===== src/bts_pkg.sv =====
`timescale 1ns / 1ps
package bts_pkg;

  // Largest frame dimension; larger register writes saturate here.
  localparam int MAX_DIM = 4096;
  localparam int DIM_W   = $clog2(MAX_DIM + 1);

  // Pixel coordinate fields.
  localparam int PIX_W   = 12;

  // Scaled coordinates: centre 20*x+10, and 18*dim for the base vertices.
  localparam int COORD_W = $clog2(20 * (2 ** PIX_W));
  localparam int H18_W   = $clog2(18 * MAX_DIM + 1);
  localparam int DIFF_W  = ((COORD_W > H18_W) ? COORD_W : H18_W) + 1;

  // Product, numerator and denominator widths.
  localparam int PROD_W  = DIM_W + 1 + DIFF_W;
  localparam int NUM_W   = PROD_W + 2;
  localparam int WH_W    = 2 * DIM_W;
  localparam int DEN_W   = WH_W + 5;

  // Colour channels and the restoring divider.
  localparam int CH_N    = 3;
  localparam int Q_W     = 8;
  localparam int DIV_W   = DEN_W + Q_W;

  localparam logic [31:0] ARGB_OPAQUE = 32'hFF00_0000;

  // Queue between front and back.
  localparam int QDEPTH  = 4;
  localparam int QPTR_W  = $clog2(QDEPTH);
  localparam int QCNT_W  = $clog2(QDEPTH + 1);

  // Configuration register indexes.
  localparam int CFG_IDX_W = 1;
  localparam logic [CFG_IDX_W-1:0] REG_FRAME_WIDTH  = 1'b0;
  localparam logic [CFG_IDX_W-1:0] REG_FRAME_HEIGHT = 1'b1;

  typedef struct packed {
    logic [DIM_W-1:0] width;
    logic [DIM_W-1:0] height;
  } cfg_t;

  // Offsets of the pixel centre from the bottom-right vertex, scaled by 20.
  typedef struct packed {
    logic signed [DIFF_W-1:0] t_y;  // 18h - (20y+10)
    logic signed [DIFF_W-1:0] t_x;  // 18w - (20x+10)
  } q_entry_t;

endpackage


===== src/bts_front.sv =====
`timescale 1ns / 1ps
module bts_front (
  input  logic                            clk_i,
  input  logic                            rst_ni,
  input  logic                            cfg_we_i,
  input  logic [bts_pkg::CFG_IDX_W-1:0]   cfg_index_i,
  input  logic [bts_pkg::DIM_W-1:0]       cfg_data_i,
  input  logic                            in_valid_i,
  output logic                            in_ready_o,
  input  logic [bts_pkg::PIX_W-1:0]       pixel_x_i,
  input  logic [bts_pkg::PIX_W-1:0]       pixel_y_i,
  input  logic                            q_full_i,
  output logic                            q_push_o,
  output bts_pkg::q_entry_t               q_data_o,
  output bts_pkg::cfg_t                   cfg_o
);
  import bts_pkg::*;

  logic [DIM_W-1:0]   width_q, height_q;
  logic [DIM_W-1:0]   clamped;
  logic [COORD_W-1:0] px, py;
  logic [H18_W-1:0]   w18, h18;

  // Saturate oversized dimensions.
  assign clamped = (cfg_data_i > DIM_W'(MAX_DIM)) ? DIM_W'(MAX_DIM) : cfg_data_i;

  always_ff @(posedge clk_i or negedge rst_ni) begin
    if (!rst_ni) begin
      width_q  <= DIM_W'(1);
      height_q <= DIM_W'(1);
    end else if (cfg_we_i) begin
      unique case (cfg_index_i)
        REG_FRAME_WIDTH:  width_q  <= clamped;
        REG_FRAME_HEIGHT: height_q <= clamped;
      endcase
    end
  end

  assign cfg_o.width  = width_q;
  assign cfg_o.height = height_q;

  // Scale the pixel centre and the base vertex by 20 with shifts and adds.
  assign px  = (COORD_W'(pixel_x_i) << 4) + (COORD_W'(pixel_x_i) << 2) + COORD_W'(10);
  assign py  = (COORD_W'(pixel_y_i) << 4) + (COORD_W'(pixel_y_i) << 2) + COORD_W'(10);
  assign w18 = (H18_W'(width_q) << 4) + (H18_W'(width_q) << 1);
  assign h18 = (H18_W'(height_q) << 4) + (H18_W'(height_q) << 1);

  assign q_data_o.t_x = DIFF_W'(w18) - DIFF_W'(px);
  assign q_data_o.t_y = DIFF_W'(h18) - DIFF_W'(py);

  assign in_ready_o = !q_full_i;
  assign q_push_o   = in_valid_i && !q_full_i;

endmodule


===== src/bts_queue.sv =====
`timescale 1ns / 1ps
module bts_queue (
  input  logic              clk_i,
  input  logic              rst_ni,
  input  logic              push_i,
  input  bts_pkg::q_entry_t push_data_i,
  output logic              full_o,
  input  logic              pop_i,
  output logic              empty_o,
  output bts_pkg::q_entry_t pop_data_o
);
  import bts_pkg::*;

  q_entry_t            slot_q [QDEPTH];
  logic [QPTR_W-1:0]   wr_ptr_q, rd_ptr_q;
  logic [QCNT_W-1:0]   count_q, count_d;

  assign full_o     = (count_q == QCNT_W'(QDEPTH));
  assign empty_o    = (count_q == '0);
  assign pop_data_o = slot_q[rd_ptr_q];

  always_comb begin
    count_d = count_q;
    case ({push_i, pop_i})
      2'b10:   count_d = count_q + 1'b1;
      2'b01:   count_d = count_q - 1'b1;
      default: count_d = count_q;
    endcase
  end

  always_ff @(posedge clk_i or negedge rst_ni) begin
    if (!rst_ni) begin
      wr_ptr_q <= '0;
      rd_ptr_q <= '0;
      count_q  <= '0;
    end else begin
      if (push_i) wr_ptr_q <= wr_ptr_q + 1'b1;
      if (pop_i)  rd_ptr_q <= rd_ptr_q + 1'b1;
      count_q <= count_d;
    end
  end

  always_ff @(posedge clk_i) begin
    if (push_i) slot_q[wr_ptr_q] <= push_data_i;
  end

  a_no_overflow: assert property (@(posedge clk_i) disable iff (!rst_ni)
    push_i |-> !full_o) else $error("queue push while full");

  a_no_underflow: assert property (@(posedge clk_i) disable iff (!rst_ni)
    pop_i |-> !empty_o) else $error("queue pop while empty");

  a_count_range: assert property (@(posedge clk_i) disable iff (!rst_ni)
    count_q <= QCNT_W'(QDEPTH)) else $error("queue count out of range");

endmodule


===== src/bts_back.sv =====
`timescale 1ns / 1ps
module bts_back (
  input  logic              clk_i,
  input  logic              rst_ni,
  input  bts_pkg::cfg_t     cfg_i,
  input  logic              q_empty_i,
  input  bts_pkg::q_entry_t q_data_i,
  output logic              q_pop_o,
  output logic              out_valid_o,
  input  logic              out_ready_i,
  output logic              inside_res_o,
  output logic [31:0]       argb_pixel_o
);
  import bts_pkg::*;

  localparam int STAGES = Q_W;

  typedef struct packed {
    logic signed [PROD_W-1:0] p_wt;   // w * t_y
    logic signed [PROD_W-1:0] p_hu;   // h * t_x
    logic [WH_W-1:0]          wh;
  } mul_t;

  typedef struct packed {
    logic                            hit;
    logic [DEN_W-1:0]                den;
    logic [CH_N-1:0][DEN_W-1:0]      num;
  } comb_t;

  typedef struct packed {
    logic                            hit;
    logic [DEN_W-1:0]                den;
    logic [CH_N-1:0][DIV_W-1:0]      rem;
    logic [CH_N-1:0][Q_W-1:0]        quo;
  } div_t;

  mul_t               mul_q, mul_d;
  comb_t              cmb_q, cmb_d;
  div_t               st_q [STAGES+1];
  div_t               st_d [STAGES+1];
  logic               mul_vld_q, cmb_vld_q;
  logic [STAGES:0]    st_vld_q;
  logic               adv;

  logic signed [NUM_W-1:0] wt_x, hu_x, n_a, n_b, n_c, den_s;

  // Whole back pipeline moves together; the last stage is the output register.
  assign adv     = !st_vld_q[STAGES] || out_ready_i;
  assign q_pop_o = adv && !q_empty_i;

  // Multiply stage.
  always_comb begin
    // red weight uses width, green mixes both
    mul_d.p_wt = $signed({1'b0, cfg_i.width}) * q_data_i.t_y;
    mul_d.p_hu = $signed({1'b0, cfg_i.height}) * q_data_i.t_x;
    mul_d.wh   = cfg_i.width * cfg_i.height;
  end

  // Combine stage: numerators over the common factor 8, and the sign test.
  always_comb begin
    wt_x  = NUM_W'(mul_q.p_wt);
    hu_x  = NUM_W'(mul_q.p_hu);
    den_s = $signed(NUM_W'({mul_q.wh, 5'b0}));
    n_a   = wt_x <<< 1;
    n_b   = (hu_x <<< 1) - wt_x;
    n_c   = den_s - n_a - n_b;
    cmb_d.hit    = !n_a[NUM_W-1] && !n_b[NUM_W-1] && !n_c[NUM_W-1] && (mul_q.wh != '0);
    cmb_d.den    = den_s[DEN_W-1:0];
    cmb_d.num[0] = n_a[DEN_W-1:0];
    cmb_d.num[1] = n_b[DEN_W-1:0];
    cmb_d.num[2] = n_c[DEN_W-1:0];
  end

  // Divider entry: scale each numerator by 255.
  // Restoring division, one quotient bit per stage, most significant first.
  always_comb begin
    st_d[0].hit = cmb_q.hit;
    st_d[0].den = cmb_q.den;
    st_d[0].quo = '0;
    for (int ch = 0; ch < CH_N; ch++) begin
      st_d[0].rem[ch] = (DIV_W'(cmb_q.num[ch]) << 8) - DIV_W'(cmb_q.num[ch]);
    end
    for (int k = 0; k < STAGES; k++) begin
      st_d[k+1] = st_q[k];
      for (int ch = 0; ch < CH_N; ch++) begin
        if (st_q[k].rem[ch] >= (DIV_W'(st_q[k].den) << (Q_W - 1 - k))) begin
          st_d[k+1].rem[ch] = st_q[k].rem[ch] - (DIV_W'(st_q[k].den) << (Q_W - 1 - k));
          st_d[k+1].quo[ch][Q_W-1-k] = 1'b1;
        end
      end
    end
  end

  always_ff @(posedge clk_i or negedge rst_ni) begin
    if (!rst_ni) begin
      mul_vld_q <= 1'b0;
      cmb_vld_q <= 1'b0;
      st_vld_q  <= '0;
    end else if (adv) begin
      mul_vld_q <= q_pop_o;
      cmb_vld_q <= mul_vld_q;
      st_vld_q  <= {st_vld_q[STAGES-1:0], cmb_vld_q};
    end
  end

  always_ff @(posedge clk_i) begin
    if (adv) begin
      mul_q <= mul_d;
      cmb_q <= cmb_d;
      for (int s = 0; s <= STAGES; s++) begin
        st_q[s] <= st_d[s];
      end
    end
  end

  assign out_valid_o  = st_vld_q[STAGES];
  assign inside_res_o = st_q[STAGES].hit;
  assign argb_pixel_o = st_q[STAGES].hit ?
                        (ARGB_OPAQUE | {8'h00, st_q[STAGES].quo[0],
                                        st_q[STAGES].quo[1], st_q[STAGES].quo[2]}) :
                        32'h0;

  a_div_converged: assert property (@(posedge clk_i) disable iff (!rst_ni)
    (st_vld_q[STAGES] && st_q[STAGES].hit) |->
      (st_q[STAGES].rem[0] < DIV_W'(st_q[STAGES].den)) &&
      (st_q[STAGES].rem[1] < DIV_W'(st_q[STAGES].den)) &&
      (st_q[STAGES].rem[2] < DIV_W'(st_q[STAGES].den)))
    else $error("divider remainder not below denominator");

  // Weights sum to one, so the truncated channels sum to 253..255.
  a_weight_sum: assert property (@(posedge clk_i) disable iff (!rst_ni)
    (st_vld_q[STAGES] && st_q[STAGES].hit) |->
      ((10'(st_q[STAGES].quo[0]) + 10'(st_q[STAGES].quo[1]) +
        10'(st_q[STAGES].quo[2])) >= 10'd253) &&
      ((10'(st_q[STAGES].quo[0]) + 10'(st_q[STAGES].quo[1]) +
        10'(st_q[STAGES].quo[2])) <= 10'd255))
    else $error("channel sum out of range for inside pixel");

endmodule


===== src/barycentric_triangle_shader.sv =====
`timescale 1ns / 1ps
// Barycentric shader for one fixed triangle with vertices at (0.5w,0.1h),
// (0.1w,0.9h) and (0.9w,0.9h) of a frame of frame_width x frame_height.
// Input channel: in_valid_i/in_ready_o carry one pixel (pixel_x_i, pixel_y_i).
// Output channel: out_valid_o/out_ready_i carry inside_res_o and argb_pixel_o,
// an opaque ARGB word with each channel weight*255 truncated, or 0 outside.
// Config: cfg_we_i writes cfg_data_i to register cfg_index_i (0 width,
// 1 height) at once; values above 4096 saturate. Write only while idle.
// Throughput: one pixel per cycle, set by the fully pipelined back end, while
// the output is taken. Path: from input accept to out_valid_o the item leaves
// the queue into the multiply register, then combine, divider load and eight
// restoring divider stages (one quotient bit each, all three channels in
// parallel).
// Reset: both dimensions return to 1, the queue empties and all pipeline
// valid flags clear.
// Stall: out_valid_o high with out_ready_i low holds the whole back pipeline;
// the four-entry queue keeps taking items until full, then in_ready_o drops.
module barycentric_triangle_shader (
  input  logic                          clk_i,
  input  logic                          rst_ni,
  input  logic                          cfg_we_i,
  input  logic [bts_pkg::CFG_IDX_W-1:0] cfg_index_i,
  input  logic [bts_pkg::DIM_W-1:0]     cfg_data_i,
  input  logic                          in_valid_i,
  output logic                          in_ready_o,
  input  logic [bts_pkg::PIX_W-1:0]     pixel_x_i,
  input  logic [bts_pkg::PIX_W-1:0]     pixel_y_i,
  output logic                          out_valid_o,
  input  logic                          out_ready_i,
  output logic                          inside_res_o,
  output logic [31:0]                   argb_pixel_o
);
  import bts_pkg::*;

  cfg_t     cfg;
  q_entry_t push_data, pop_data;
  logic     q_full, q_empty, q_push, q_pop;

  // Front: hold configuration, offset the pixel centre, push into the queue.
  bts_front u_front (
    .clk_i       (clk_i),
    .rst_ni      (rst_ni),
    .cfg_we_i    (cfg_we_i),
    .cfg_index_i (cfg_index_i),
    .cfg_data_i  (cfg_data_i),
    .in_valid_i  (in_valid_i),
    .in_ready_o  (in_ready_o),
    .pixel_x_i   (pixel_x_i),
    .pixel_y_i   (pixel_y_i),
    .q_full_i    (q_full),
    .q_push_o    (q_push),
    .q_data_o    (push_data),
    .cfg_o       (cfg)
  );

  // Queue: decouple input stalls from output stalls.
  bts_queue u_queue (
    .clk_i       (clk_i),
    .rst_ni      (rst_ni),
    .push_i      (q_push),
    .push_data_i (push_data),
    .full_o      (q_full),
    .pop_i       (q_pop),
    .empty_o     (q_empty),
    .pop_data_o  (pop_data)
  );

  // Back: weights, inside test and pipelined channel division.
  bts_back u_back (
    .clk_i        (clk_i),
    .rst_ni       (rst_ni),
    .cfg_i        (cfg),
    .q_empty_i    (q_empty),
    .q_data_i     (pop_data),
    .q_pop_o      (q_pop),
    .out_valid_o  (out_valid_o),
    .out_ready_i  (out_ready_i),
    .inside_res_o (inside_res_o),
    .argb_pixel_o (argb_pixel_o)
  );

endmodule


===== config.mk =====
export PLATFORM = sky130hd
export DESIGN_NAME = barycentric_triangle_shader
export DESIGN_NICKNAME = d
export VERILOG_FILES = /design/src/bts_pkg.sv /design/src/bts_front.sv /design/src/bts_queue.sv /design/src/bts_back.sv /design/src/barycentric_triangle_shader.sv
export SDC_FILE = /design/constraint.sdc
export NUM_CORES = 2
export LEC_CHECK = 0
export BUFFER_PORTS_ARGS = -buffer_cell sky130_fd_sc_hd__buf_2
export CELL_PAD_IN_SITES_DETAIL_PLACEMENT = 1
export CELL_PAD_IN_SITES_GLOBAL_PLACEMENT = 1
export CORE_ASPECT_RATIO = 0.5
export CORE_MARGIN = 3
export CORE_UTILIZATION = 35
export DETAILED_ROUTE_END_ITERATION = 7
export HOLD_SLACK_MARGIN = 0.12
export PLACE_DENSITY = 0.66
export SLEW_MARGIN = 20
export SYNTH_ARGS = -nofsm -noshare
export SYNTH_HDL_FRONTEND = slang
export SYNTH_SLANG_ARGS = --single-unit
export TNS_END_PERCENT = 20

===== constraint.sdc =====
create_clock -name clk_i -period 41.2 [get_ports clk_i]
set_input_delay 6.18 -clock clk_i [delete_from_list [all_inputs] [get_ports clk_i]]
set_output_delay 6.18 -clock clk_i [all_outputs]
set_load 0.01 [all_outputs]

# Word-level counts from Yosys, hierarchy flattened
# Memory sizes are Yosys's and may differ from the RTL's.
# Index checks and enable logic that the tools add are counted.
dict set report op_classes {
  mul 3
  n_reduce_logical 17
  eq_ne 3
  order_cmp 25
  n_shift 0
  n_div 0
  bitwise_logic 1
  muxes 55
  addsub 42
}
# op count
set ops {}
lappend ops {{39-bit two-way mux} 24}
lappend ops {{39-bit by 31-bit subtractor with 39-bit output} 6}
lappend ops {{39-bit by 31-bit >= comparator with 1-bit output} 3}
lappend ops {{39-bit by 32-bit >= comparator with 1-bit output} 3}
lappend ops {{39-bit by 33-bit >= comparator with 1-bit output} 3}
lappend ops {{39-bit by 34-bit >= comparator with 1-bit output} 3}
lappend ops {{39-bit by 35-bit >= comparator with 1-bit output} 3}
lappend ops {{39-bit by 36-bit >= comparator with 1-bit output} 3}
lappend ops {{39-bit by 37-bit >= comparator with 1-bit output} 3}
lappend ops {{39-bit by 38-bit >= comparator with 1-bit output} 3}
lappend ops {{39-bit by 32-bit subtractor with 39-bit output} 3}
lappend ops {{39-bit by 33-bit subtractor with 39-bit output} 3}
lappend ops {{39-bit by 34-bit subtractor with 39-bit output} 3}
lappend ops {{39-bit by 35-bit subtractor with 39-bit output} 3}
lappend ops {{39-bit by 36-bit subtractor with 39-bit output} 3}
lappend ops {{39-bit by 37-bit subtractor with 39-bit output} 3}
lappend ops {{39-bit by 38-bit subtractor with 39-bit output} 3}
lappend ops {{14-bit by 18-bit multiplier with 32-bit output} 2}
lappend ops {{17-bit by 17-bit subtractor with 18-bit output} 2}
lappend ops {{16-bit by 14-bit adder with 17-bit output} 2}
lappend ops {{17-bit by 14-bit adder with 17-bit output} 2}
lappend ops {{17-bit by 4-bit adder with 17-bit output (second input constant)} 2}
lappend ops {{32-bit by 33-bit subtractor with 34-bit output} 1}
lappend ops {{33-bit by 32-bit subtractor with 34-bit output} 1}
lappend ops {{other kinds (21)} 59}
dict set report totals {
  mem_bits_rw 1701
  wordCells 164
  reg_bits 253
  latch_bits 0
  memories 2
  mem_bits_ro 0
}
# memory words word_bits rd rd_clocked_by_memory_dff wr line_no
set mem_list {}
lappend mem_list {u_back.st_q 9 173 9 0 9 bts_back.sv:39} ;# div_t st_q [STAGES+1];
lappend mem_list {u_queue.slot_q 4 36 1 0 1 bts_queue.sv:14} ;# q_entry_t slot_q [QDEPTH];

# Depth between registers and ports, before layout
dict set report depth {
  ltp_word 5
  ltp_mapped 28
  ltp_nobuf 25
}

# Cells and area by module
# From an unflattened synthesis, not the netlist that was laid out.
dict set report hier_totals {
  hier_cells 11493
  hier_area_um2 121183.7
}
# module instances cells_per_inst area_per_inst_um2 seq_area_each_um2
set by_module_without_submodules {}
lappend by_module_without_submodules {bts_back 1 10715 111127.8 43366.6}
lappend by_module_without_submodules {bts_queue 1 225 5607.9 4499.3}
lappend by_module_without_submodules {bts_front 1 553 4448.0 653.1}

# Least setup slack after synthesis
# Ideal clock, no wire load.
dict set report synth_path {
  path_type {input-to-reg}
  startpoint {input port out_ready_i}
  endpoint {register u_back.st_vld_q[0]}
  arrival_time_ns 49.424
  stages 3
  required_ns 40.992
  slack_ns -8.432
  n_path_buf 1
  path_cell_list {nand2b_1 clkbuf_1 mux2_2}
}
dict set report synth_via {
  elab_chain_len 1
}
# item line_no
set synth_lines {}
lappend synth_lines {{start: declaration} barycentric_triangle_shader.sv:29} ;# input logic out_ready_i,
lappend synth_lines {{1-bit logical OR} bts_back.sv:48} ;# assign adv = !st_vld_q[STAGES] || out_ready_i;
lappend synth_lines {{named net u_back.adv} bts_back.sv:43} ;# logic adv;
lappend synth_lines {{end signal: assignment} bts_back.sv:102} ;# st_vld_q <= {st_vld_q[STAGES-1:0], cmb_vld_q};
lappend synth_lines {{end: declaration} bts_back.sv:42} ;# logic [STAGES:0] st_vld_q;
# The timed path passes the listed nets, and every way through them passes these cells.
# A chain may end at the register's enable or synchronous reset.

==> implementation parameters <==
Parameter                              Value

Clock network
  Resized cells post-CTS ... 0
  Inserted Clock Buffers ... about 160
  Clk buf depth ... 4
  Cell at the root of the clock tree ... sky130_fd_sc_hd__clkbuf_16
  Quantity of hold-fixing buffers added after cts ... 0
  CTS clock-pin slew for the worst setup and hold paths ... roughly 0.060 ns
  CTS tree ... yes
  Number of buffers inserted by post-CTS setup repair ... 0
  H-tree depth ... 4
  Sink Count ... ~1600
  Worst-skew pair later-pin latency ... slightly below 0.9 ns

Timing
  Tightest Pin Transition ... 1.21 ns
  Share of the clock period used by the worst path after layout ... ~25%
  Number of max-slew violations in the final report ... 0
  Sum of negative setup slack ... 0 ns
  Maximum clock frequency ... roughly 0.096 GHz
  Max-slew headroom at the worst pin ... between 10% and 20%
  Post-Route Hold Slack ... between 0.4 and 0.5 ns
  # setup viols final ... 0
  Final hold violation count ... 0
  Setup repair after global routing missed its margin ... false
  Final min period ... around 10 ns
  Max Clock Skew ... approximately 0.078 ns

Placement
  Final GP Congestion ... slightly above 0.9
  Cell Count Post-Placement ... about 16000
  Half-perimeter wire length after detailed placement ... 285 mm
  I/O Buffers ... between 70 and 80

Yosys
  Syn. warnings ... 0
  Largest cells by area after synthesis ... sky130_fd_sc_hd__edfxtp_1 (39%), sky130_fd_sc_hd__ha_1 (11%), sky130_fd_sc_hd__fa_1 (10%), sky130_fd_sc_hd__inv_1 (4.4%), sky130_fd_sc_hd__xnor2_1 (3.5%)
  Proportion of synthesized flip-flops having asynchronous set or reset ... about 2.8%
  Area share of the largest cell type after synthesis ... 38.8%
  Share of synthesized area occupied by flip-flops and latches ... 39.7%
  Instance count of the mapped netlist ... around 11000
  Top_reg_cell synth ... sky130_fd_sc_hd__edfxtp_1
  Cell type contributing the most total cell area after synthesis ... sky130_fd_sc_hd__edfxtp_1
  Post-synth EDFFs ... 1550
  Synthesis-stage register bit count ... approximately 1600
  Mapped Avg Cell Area ... ~11 sq um
  Post-synthesis instance area ... ~0.12 sq mm
  Unique masters post-synth ... around 110
  Number of nets in the synthesized netlist ... between 10000 and 15000

Routing
  Detailed Routing Iterations Pass 1 ... 7
  Vias after detailed routing ... between 80000 and 90000
  First-iteration detailed-routing DRC count ... 4621
  Remaining antenna violation count after routing ... 0
  Final wirelength ... ~350 mm
  Routed wire length per instance ... 21.8 um
  DR DRC count ... 0
  Vias/cell ... approximately 5.2

GRT
  Remaining global-route overflow ... 0
  GRT Total Usage ... between 10% and 20%
  Number of global-route vias before repair ... between 80000 and 90000
  Initial antenna violation count ... 2
  Pin count of the biggest net entering global routing ... ~180
  Wire length of the first global-routing pass ... between 500 and 600 mm

Worst setup path
  Classification of the worst setup path ... input pin to register
  Required time at the endpoint of the critical path ... 41.64 ns
  Ordered cell list for the critical path ... buf_2, nand2b_4, buf_4, buf_4, buf_4, buf_4, buf_4
  Slowest stage delay, CP ... between 0.9 and 1 ns
  Arr. time, crit path ... around 11 ns
  Nature of the critical path startpoint ... input pin
  Kind of capture point of the worst setup path ... register
  Worst path most repeated cell ... sky130_fd_sc_hd__buf_4
  Count of buffering cells on the critical path with inverters included ... 6
  Cell with the biggest individual delay on the critical path ... sky130_fd_sc_hd__buf_4
  Worst-path maximum fanout ... 85
  Cell family contributing the most delay on the critical path ... buffers and inverters

Final layout
  Most common cell after layout, fill and taps aside ... sky130_fd_sc_hd__edfxtp_1
  Fraction of final layout cells with drive strength greater than 1 ... 6.35%
  Filler cell count ... around 38000
  Highest-count cells in the layout ignoring fill and taps ... sky130_fd_sc_hd__edfxtp_1 (1550), sky130_fd_sc_hd__inv_1 (1411), sky130_fd_sc_hd__ha_1 (1064)
  Nets ... 13200
  Signed area change from the synthesized netlist to the final layout ... 9.12%
  Cell Count, Final, Fillers Out ... between 15000 and 20000

Flow run
  Number of maximum-capacitance violations ... 0

Floorplan
  Row count ... 151
  DIE WIDTH ... around 830 um
  Starting density of the core ... 35.3%
  Die outline height ... roughly 420 um
  IO Pins ... 78
  Floorplan Core Area ... approximately 0.34 sq mm
  Area enclosed by the die boundary ... ~0.35 sq mm

Status
  Result of the run ... complete, no violations

Worst hold path
  Type of the tightest min-delay check ... register to register
## cell families after synthesis
group                      count (synthesis)  share of synthesized area (%)
and+or+nand+nor                         2973                           12.2
buffers and inverters                   1681                           5.35
AOI/OAI and AO/OA                       2473                           13.1
DFF                                     1594                           39.7
xor gates and xnor gates                 773                           5.65
muxes                                    229                           2.44
adders and majority gates               1686                           21.5
## Yosys cell counts, types with 110 or more instances
master	number
sky130_fd_sc_hd__edfxtp_1	1550
sky130_fd_sc_hd__inv_1	1412
sky130_fd_sc_hd__ha_1	1064
sky130_fd_sc_hd__nand2_1	964
sky130_fd_sc_hd__a21oi_1	736
sky130_fd_sc_hd__fa_1	622
sky130_fd_sc_hd__nor2_1	589
sky130_fd_sc_hd__o21ai_0	569
sky130_fd_sc_hd__xnor2_1	477
sky130_fd_sc_hd__a21o_1	374
sky130_fd_sc_hd__and2_1	317
sky130_fd_sc_hd__xor2_1	296
sky130_fd_sc_hd__clkbuf_1	205
sky130_fd_sc_hd__nor3_1	195
sky130_fd_sc_hd__mux2_2	163
sky130_fd_sc_hd__nand3_1	155
sky130_fd_sc_hd__nand2b_1	135
sky130_fd_sc_hd__o21a_1	121
sky130_fd_sc_hd__nor2b_1	118
sky130_fd_sc_hd__nand4_1	110
## final timing paths
kind,start,endpoint,slack [ns],cells after the start
max,out_ready_i,u_back.st_q[0][1291],30.77,7
min,u_back.cmb_q[107],u_back.st_q[0][155],0.41,0
max reg2reg,u_queue.rd_ptr_q[0],u_back.hu_x[31],32.98,24
min reg2reg,u_back.cmb_q[107],u_back.st_q[0][155],0.41,0
max in group asynchronous,rst_ni,u_front.width_q[8],35.37,1
min in group asynchronous,rst_ni,u_queue.count_q[0],5.35,1
## cell type report
class / count / area [sq um] / share of cell area [%]
multi-input cells: 8134 / 66000 / 50.4
flip-flops and latches: 1594 / 47700 / 36.4
well taps: 4513 / 5650 / 4.32
inverters: 1415 / 5310 / 4.06
clock buffers: 196 / 4310 / 3.29
repair buffers: 150 / 973 / 0.744
clock inverters: 84 / 927 / 0.709
diodes: 7 / 17.5 / 0.0134
## layer usage
metal  global-route usage (%)  routed length, um  up-vias
met2                     33.2             161000     1197
met3                     1.86               9460      509
met4                     7.48              15500        0
met5                        0                  0        -
li1                         -                  -    40300
met1                     26.7             165000    41700
## flip-flops by register name, summed over array words and instances, names as in the netlist
name	cells
u_back.cmb_d	55
u_back.cmb_q	113
u_back.cmb_vld_q	1
u_back.hu_x	31
u_back.mul_q	2
u_back.mul_vld_q	1
u_back.st_q	1213
u_back.st_vld_q	9
u_front.height_q	13
u_front.width_q	13
u_queue.count_q	3
u_queue.rd_ptr_q	2
u_queue.slot_q	136
u_queue.wr_ptr_q	2
## worst register-to-register path, delay by kind of cell (launching register included)
family | cells | cell delay [ns]
buf+inv | 5 | 0.76
mux | 2 | 0.98
simple gates | 3 | 0.46
flops | 1 | 0.38
fa+ha+maj | 7 | 3.33
compound gates | 7 | 2.06
## metrics by stage
step / util [%] / setup WS, ns / instance area, sq um
final: 38.5 / 30.77 / 131000
after global routing: 38.5 / 30.37 / 131000
after CTS: 38.5 / 30.78 / 131000
after detailed placement: 37.0 / 29.87 / 126000
after global placement: 37.0 / 30.00 / 126000
after floorplan: - / 14.66 / 120000
Power is not shown: default switching activity piles up to over one toggle a cycle in this logic, so the estimate is an artifact.
